**config.mk**
```make
export PLATFORM = sky130hd
export DESIGN_NAME = irf_ctrl
export DESIGN_NICKNAME = d
export VERILOG_FILES = /design/src/hdl/irf_pkg.sv /design/src/hdl/irf_ctrl.sv
export SDC_FILE = /design/constraint.sdc
export NUM_CORES = 1
export LEC_CHECK = 0
export BUFFER_PORTS_ARGS = -buffer_cell sky130_fd_sc_hd__buf_2
export CAP_MARGIN = 20
export CELL_PAD_IN_SITES_DETAIL_PLACEMENT = 0
export CELL_PAD_IN_SITES_GLOBAL_PLACEMENT = 1
export CORE_AREA = 2 2 56 58
export DETAILED_ROUTE_END_ITERATION = 12
export DIE_AREA = 0 0 58 60
export PLACE_DENSITY_LB_ADDON = 0.1
export SYNTH_ARGS = -nofsm -noshare
export SYNTH_HDL_FRONTEND = slang
export SYNTH_SLANG_ARGS = --single-unit
```
**constraint.sdc**
```tcl
create_clock -name i_clk -period 2.75 [get_ports i_clk]
set_input_delay 0.825 -clock i_clk [delete_from_list [all_inputs] [get_ports i_clk]]
set_output_delay 0.825 -clock i_clk [all_outputs]
set_load 0.005 [all_outputs]
```
**src/hdl/irf_pkg.sv**
```systemverilog
`timescale 1ns / 1ps
// ----------------------------------------------------------------------------
// irf_pkg
// Shared types and constants of the multichannel iir filter core: stream
// field layout, item kinds, controller commands and datapath status.
// ----------------------------------------------------------------------------
package irf_pkg;

    localparam int COEF_FRAC = 24;

    localparam int CHAN_W   = 3;
    localparam int SMP_W    = 32;
    localparam int ORD_IN_W = 3;
    localparam int CIDX_W   = 4;
    localparam int CVAL_W   = 32;

    // input stream tdata layout
    localparam int IN_CHAN_LSB = 0;
    localparam int IN_SMP_LSB  = IN_CHAN_LSB + CHAN_W;
    localparam int IN_ORD_LSB  = IN_SMP_LSB + SMP_W;
    localparam int IN_CLR_BIT  = IN_ORD_LSB + ORD_IN_W;
    localparam int IN_CIDX_LSB = IN_CLR_BIT + 1;
    localparam int IN_CVAL_LSB = IN_CIDX_LSB + CIDX_W;
    localparam int IN_BITS     = IN_CVAL_LSB + CVAL_W;
    localparam int S_TDATA_W   = ((IN_BITS + 7) / 8) * 8;
    localparam int S_TUSER_W   = 1;

    // output stream tdata layout
    localparam int OUT_CHAN_LSB = 0;
    localparam int OUT_SMP_LSB  = OUT_CHAN_LSB + CHAN_W;
    localparam int OUT_SAT_BIT  = OUT_SMP_LSB + SMP_W;
    localparam int OUT_BITS     = OUT_SAT_BIT + 1;
    localparam int M_TDATA_W    = ((OUT_BITS + 7) / 8) * 8;

    typedef enum logic {
        MODE_SAMPLE = 1'b0,
        MODE_COEF   = 1'b1
    } t_mode;

    typedef enum logic [2:0] {
        OP_NOP,
        OP_INIT,
        OP_COEF,
        OP_LOAD,
        OP_ZERO,
        OP_TAP,
        OP_ROUND,
        OP_FINISH
    } t_op;

    typedef struct packed {
        t_op  op;
        logic first;
    } t_cmd;

    typedef struct packed {
        logic chan_ok;
        logic clear;
        logic pipe_empty;
        logic out_free;
    } t_status;

endpackage

```
**src/hdl/irf_ctrl.sv**
```systemverilog
`timescale 1ns / 1ps
// ----------------------------------------------------------------------------
// irf_ctrl
// Sequencer of the filter core: clearing pass, item intake, history zero
// fill, tap issue, drain, rounding and result hand-off.
// ----------------------------------------------------------------------------
module irf_ctrl import irf_pkg::*; #(
    parameter int NUM_CHANNELS = 8,
    parameter int MAX_ORDER    = 4,
    localparam int IDX_W = $clog2(NUM_CHANNELS * (MAX_ORDER + 1)),
    localparam int ORD_W = $clog2(MAX_ORDER + 1)
) (
    input  logic             i_clk,
    input  logic             i_rst_n,
    input  logic             i_s_valid,
    input  t_mode            i_mode,
    input  t_status          i_status,
    input  logic [ORD_W-1:0] i_order,
    output logic             o_s_ready,
    output t_cmd             o_cmd,
    output logic [IDX_W-1:0] o_idx
);

    localparam logic [IDX_W-1:0] INIT_LAST = IDX_W'(NUM_CHANNELS * (MAX_ORDER + 1) - 1);
    localparam logic [IDX_W-1:0] ZERO_LAST = IDX_W'(MAX_ORDER - 1);

    typedef enum logic [2:0] {
        ST_INIT,
        ST_IDLE,
        ST_ZERO,
        ST_TAP0,
        ST_TAPS,
        ST_DRAIN,
        ST_ROUND,
        ST_DONE
    } t_state;

    t_state           r_state, n_state;
    logic [IDX_W-1:0] r_cnt, n_cnt;

    always_comb begin
        n_state   = r_state;
        n_cnt     = r_cnt;
        o_cmd     = '{op: OP_NOP, first: 1'b0};
        o_s_ready = 1'b0;
        case (r_state)
            ST_INIT: begin
                o_cmd.op = OP_INIT;
                if (r_cnt == INIT_LAST) begin
                    n_cnt   = '0;
                    n_state = ST_IDLE;
                end else begin
                    n_cnt = r_cnt + 1'b1;
                end
            end
            ST_IDLE: begin
                o_s_ready = 1'b1;
                if (i_s_valid) begin
                    if (i_mode == MODE_COEF) begin
                        o_cmd.op = OP_COEF;
                    end else if (i_status.chan_ok) begin
                        o_cmd.op = OP_LOAD;
                        n_cnt    = '0;
                        n_state  = i_status.clear ? ST_ZERO : ST_TAP0;
                    end
                end
            end
            ST_ZERO: begin
                o_cmd.op = OP_ZERO;
                if (r_cnt == ZERO_LAST) begin
                    n_state = ST_TAP0;
                end else begin
                    n_cnt = r_cnt + 1'b1;
                end
            end
            ST_TAP0: begin
                o_cmd.op    = OP_TAP;
                o_cmd.first = 1'b1;
                if (i_order == '0) begin
                    n_state = ST_DRAIN;
                end else begin
                    n_cnt   = IDX_W'(i_order) - 1'b1;
                    n_state = ST_TAPS;
                end
            end
            ST_TAPS: begin
                o_cmd.op = OP_TAP;
                if (r_cnt == '0) begin
                    n_state = ST_DRAIN;
                end else begin
                    n_cnt = r_cnt - 1'b1;
                end
            end
            ST_DRAIN: begin
                if (i_status.pipe_empty) begin
                    n_state = ST_ROUND;
                end
            end
            ST_ROUND: begin
                o_cmd.op = OP_ROUND;
                n_state  = ST_DONE;
            end
            ST_DONE: begin
                if (i_status.out_free) begin
                    o_cmd.op = OP_FINISH;
                    n_state  = ST_IDLE;
                end
            end
            default: begin
                n_state = ST_IDLE;
            end
        endcase
    end

    assign o_idx = r_cnt;

    always_ff @(posedge i_clk) begin
        if (!i_rst_n) begin
            r_state <= ST_INIT;
            r_cnt   <= '0;
        end else begin
            r_state <= n_state;
            r_cnt   <= n_cnt;
        end
    end

endmodule

```
==> summary by stage <==
Run status
The run finished with clean final reports.

Worst setup path
The combined buffer and inverter count along the critical path is 2. At the worst endpoint, the required time is 1930 ps. The critical-path cell with the highest stage delay is sky130_fd_sc_hd__nor4bb_1. The flop-to-flop setup slack is 590 ps. The arrival time of the worst setup path is 1630 ps. The critical path endpoint category is a primary output.

The critical path goes through buf_2, nor4bb_1, nor2_1, a21oi_1, buf_2. The startpoint-to-endpoint class of the critical path is in -> out. The worst register-to-register path ends at o_idx[4]. The startpoint kind of the worst setup timing path is an input pin. On the worst path, the slowest cell contributes a delay of 350 ps. Among the stages of the critical path, the cell type that occurs most often is sky130_fd_sc_hd__buf_2.

Of all nets on the critical path, the largest fanout is 3. The worst register-to-register path begins at o_idx[0]. Among cell families on the critical path, the largest total delay comes from simple AND/OR/NAND/NOR gates.

The number of cells on the worst reg-to-reg path is 6.

Clock tree
The clock tree from TritonCTS is yes. After clock tree synthesis, the flow added hold-fix buffers numbering 0. The tree is rooted in a sky130_fd_sc_hd__clkbuf_4. The H-tree level count is 1. The total of cells resized after clock tree synthesis is 0. The tree built by TritonCTS fans out to 9 sinks. Counting the buffers created by CTS gives 3.

The clock reaches the later pin of the worst-skew pair after 260 ps. The maximum buffer depth of the clock tree is 2. After clock tree synthesis, the clock-pin slew on the worst setup and hold paths is 60 ps. The buffers inserted during post-CTS setup optimization is 0.

Placed design
Before CTS, the worst setup slack after placement is 166 ps. The routability-driven placement congestion ratio is 0.830. The detailed placement HPWL is 2.39 mm.

The number of buffers inserted by port buffering is 21.

Power and ir drop
The leakage power figure is 0.526 nW. Power spread over the standard cell area amounts to 271 nW/µm². After layout, the design draws a total of 330 µW. Of the total power, the share spent switching nets is 31.7%. The share of power burned in registers is 45.4%.

The net switching power figure is 104 µW. The maximum vdd ir drop is 0.000200 V. The clock network burns 31.7% of the power. The internal power contribution is 225 µW. The combinational group share of total power is 22.9%.

Hold path
The sink of the worst hold path is o_idx[5]. The beginning of the worst hold path is o_idx[5]. The worst hold path cell count is 2. In this run the worst hold path is classified as reg -> reg.

Logic synthesis
By area the synthesized netlist is led by sky130_fd_sc_hd__dfxtp_1, sky130_fd_sc_hd__ha_1, sky130_fd_sc_hd__a21oi_1. Among all flip-flop cells after synthesis, the most frequent one is sky130_fd_sc_hd__dfxtp_1. The part of the Yosys area used for sequential elements is 17.5%.

The total number of yosys warnings is 0. The cell taking the most area after synthesis is sky130_fd_sc_hd__dfxtp_1. The cell count after synthesis came out at 146.

The post-synthesis instance area is 1030 µm². The count of distinct cell types in the synthesized netlist is 52. After synthesis the netlist holds a flip-flop and latch count of 9. The number of nets handed over by synthesis was 162. The fraction of synthesis flops using an asynchronous set or reset pin is 0%. A synthesized cell averages 7.07 µm². Summed over its instances, the top area cell type makes up 17.5% of the synthesized netlist area.

The number of synthesized flops with an enable pin is 0.

Layout
0 antenna diodes ended up in the layout. The filler cells instantiated in the layout total 320. The final layout contains 186 nets. The layout-stage area growth over the synthesis result is 17.8%. Of the cells placed in the final design, the portion with a size suffix greater than 1 is 21.9%. The area of all sequential standard cells is 180 µm². Summing all multi-input logic gate instances after layout gives 773 µm².

STA
Setup repair after global routing left no endpoint under its margin. The final-report max-slew violation count was 0. Hold timing on the final database bottoms out at a slack of 598 ps. The maximum achievable frequency is 408 MHz. For the pin with the worst max-slew slack, the measured transition is 493 ps.

The number of hold violations in the final report is 0. The tightest slew margin relative to the limit is 67.1%. After layout, the worst path uses 89.2% of the clock period. The final worst-path setup slack is 297 ps. Clock skew on the completed layout was measured at 6.09 ps. The accumulated negative setup slack is 0 ps. The final-report setup violation count is 0. The time the worst path needs with I/O delays and setup is 2450 ps.

Route
The mean number of vias per cell is 6.18. In this run the remaining antenna-violating nets after routing total 0. The via count of the routed design is 1249. The count of unresolved DRC violations after routing is 0. The initial DRC count is 37.

The final wirelength is 3.10 mm. The first-pass detailed-route iteration total is 4. The average wire per cell in the routed design is 15.4 µm.

Global route
Global routing used 19.0% of the available tracks. The initial antenna violation count is 0. Entering global routing, the biggest net connects 17 pins. The via count of the first global-routing pass is 1148. The total global routing overflow is 0.

The global-route wire length before repair is 5.09 mm.

Floorplanning
The initial utilization of the core area, before any placement, comes to 35.6%. The die footprint is 3480 µm². The floorplan has 20 rows. The die is 60 µm tall.

The core region area is 2900 µm². The die extent in x is 58 µm. For this design the top-level I/O count stands at 22.

Job
The max-capacitance violation count is 0.
-- sequential cells by signal, summed over array words and instances (netlist names) --
signal and count:
r_state 3, o_idx 6
-- worst max path at each step --
stage                startpoint  endpoint  slack (ps)  cells past startpoint
detailed placement   i_order[0]  o_idx[4]         170                      9
global placement     i_order[0]  o_idx[4]         190                      9
global route        i_status[3]  o_cmd[1]         170                      5
finish                   i_mode  o_cmd[1]         300                      5
CTS                      i_mode  o_cmd[1]         290                      5
floorplan            i_order[0]  o_idx[4]         310                      8
-- kinds of logic after synthesis --
family	synth area share, %
AOI/OAI and AO/OA	33.9
xor gates and xnor gates	2.55
adders and majority gates	6.06
buffers and inverters	7.63
DFF	17.5
and+or+nand+nor	32.4
-- worst register-to-register path, delay by kind of cell, from the launching register on --
kind,cells,cell delay (ps)
fa+ha+maj,1,230
simple gates,2,480
flops,1,520
buf+inv,1,180
compound gates,2,630
-- power groups by stage --
| stage | combinational, mW | sequential [mW] | clock, mW |
|---|---|---|---|
| finish | 0.0754 | 0.150 | 0.104 |
| global route | 0.0858 | 0.150 | 0.115 |
| CTS | 0.0753 | 0.149 | 0.106 |
| detailed placement | 0.0748 | 0.152 | 0 |
| global placement | 0.0748 | 0.152 | 0 |
| floorplan | 0.0515 | 0.146 | 0 |
-- cells in the mapped netlist (2+ instances only) --
library cell	count
sky130_fd_sc_hd__dfxtp_1	9
sky130_fd_sc_hd__a211oi_1	5
sky130_fd_sc_hd__inv_1	11
sky130_fd_sc_hd__o21a_1	3
sky130_fd_sc_hd__nor4_1	4
sky130_fd_sc_hd__and3_1	3
sky130_fd_sc_hd__nand3_1	2
sky130_fd_sc_hd__nand2_1	13
sky130_fd_sc_hd__nor3_1	10
sky130_fd_sc_hd__xor2_1	2
sky130_fd_sc_hd__a31oi_1	3
sky130_fd_sc_hd__nor3b_1	3
sky130_fd_sc_hd__o211ai_1	2
sky130_fd_sc_hd__ha_1	5
sky130_fd_sc_hd__buf_2	3
sky130_fd_sc_hd__a221oi_1	3
sky130_fd_sc_hd__clkbuf_1	4
sky130_fd_sc_hd__o21ai_0	5
sky130_fd_sc_hd__a21oi_1	10
sky130_fd_sc_hd__nand2b_1	3
sky130_fd_sc_hd__nor2_1	11
sky130_fd_sc_hd__nor2b_1	2
-- stage by stage --
step,util [%],instances,area (µm²)
final,41.9,202,1220
after global routing,41.9,202,1220
after CTS,41.9,202,1220
after detailed placement,41.0,198,1190
after global placement,41.0,198,1190
after floorplan,-,146,1030
-- per-layer routing --
metal | wire length (µm) | track usage [%]
met2 | 1380 | 30.2
met5 | 0 | 0
met4 | 56 | 6.98
met1 | 1370 | 25.1
met3 | 296 | 4.11
-- cell usage in the layout (no fill, tap or decap), types with 4 or more instances in the layout --
master and instances:
sky130_fd_sc_hd__a21oi_1 10, sky130_fd_sc_hd__nor4_1 4, sky130_fd_sc_hd__nor3_1 10, sky130_fd_sc_hd__buf_2 21, sky130_fd_sc_hd__ha_1 5, sky130_fd_sc_hd__buf_4 6, sky130_fd_sc_hd__nand2_1 13, sky130_fd_sc_hd__o21ai_0 5
sky130_fd_sc_hd__a211oi_1 5, sky130_fd_sc_hd__inv_1 11, sky130_fd_sc_hd__dfxtp_1 9, sky130_fd_sc_hd__nor2_1 11
-- final cells by class --
cell class / instances / share of cell area [%]
inverters: 12 / 3.70
clock buffers: 4 / 2.16
repair buffers: 27 / 12.3
flip-flops and latches: 9 / 14.8
well taps: 33 / 3.40
multi-input cells: 117 / 63.6
Note: power is estimated with default switching activity, not from simulation.
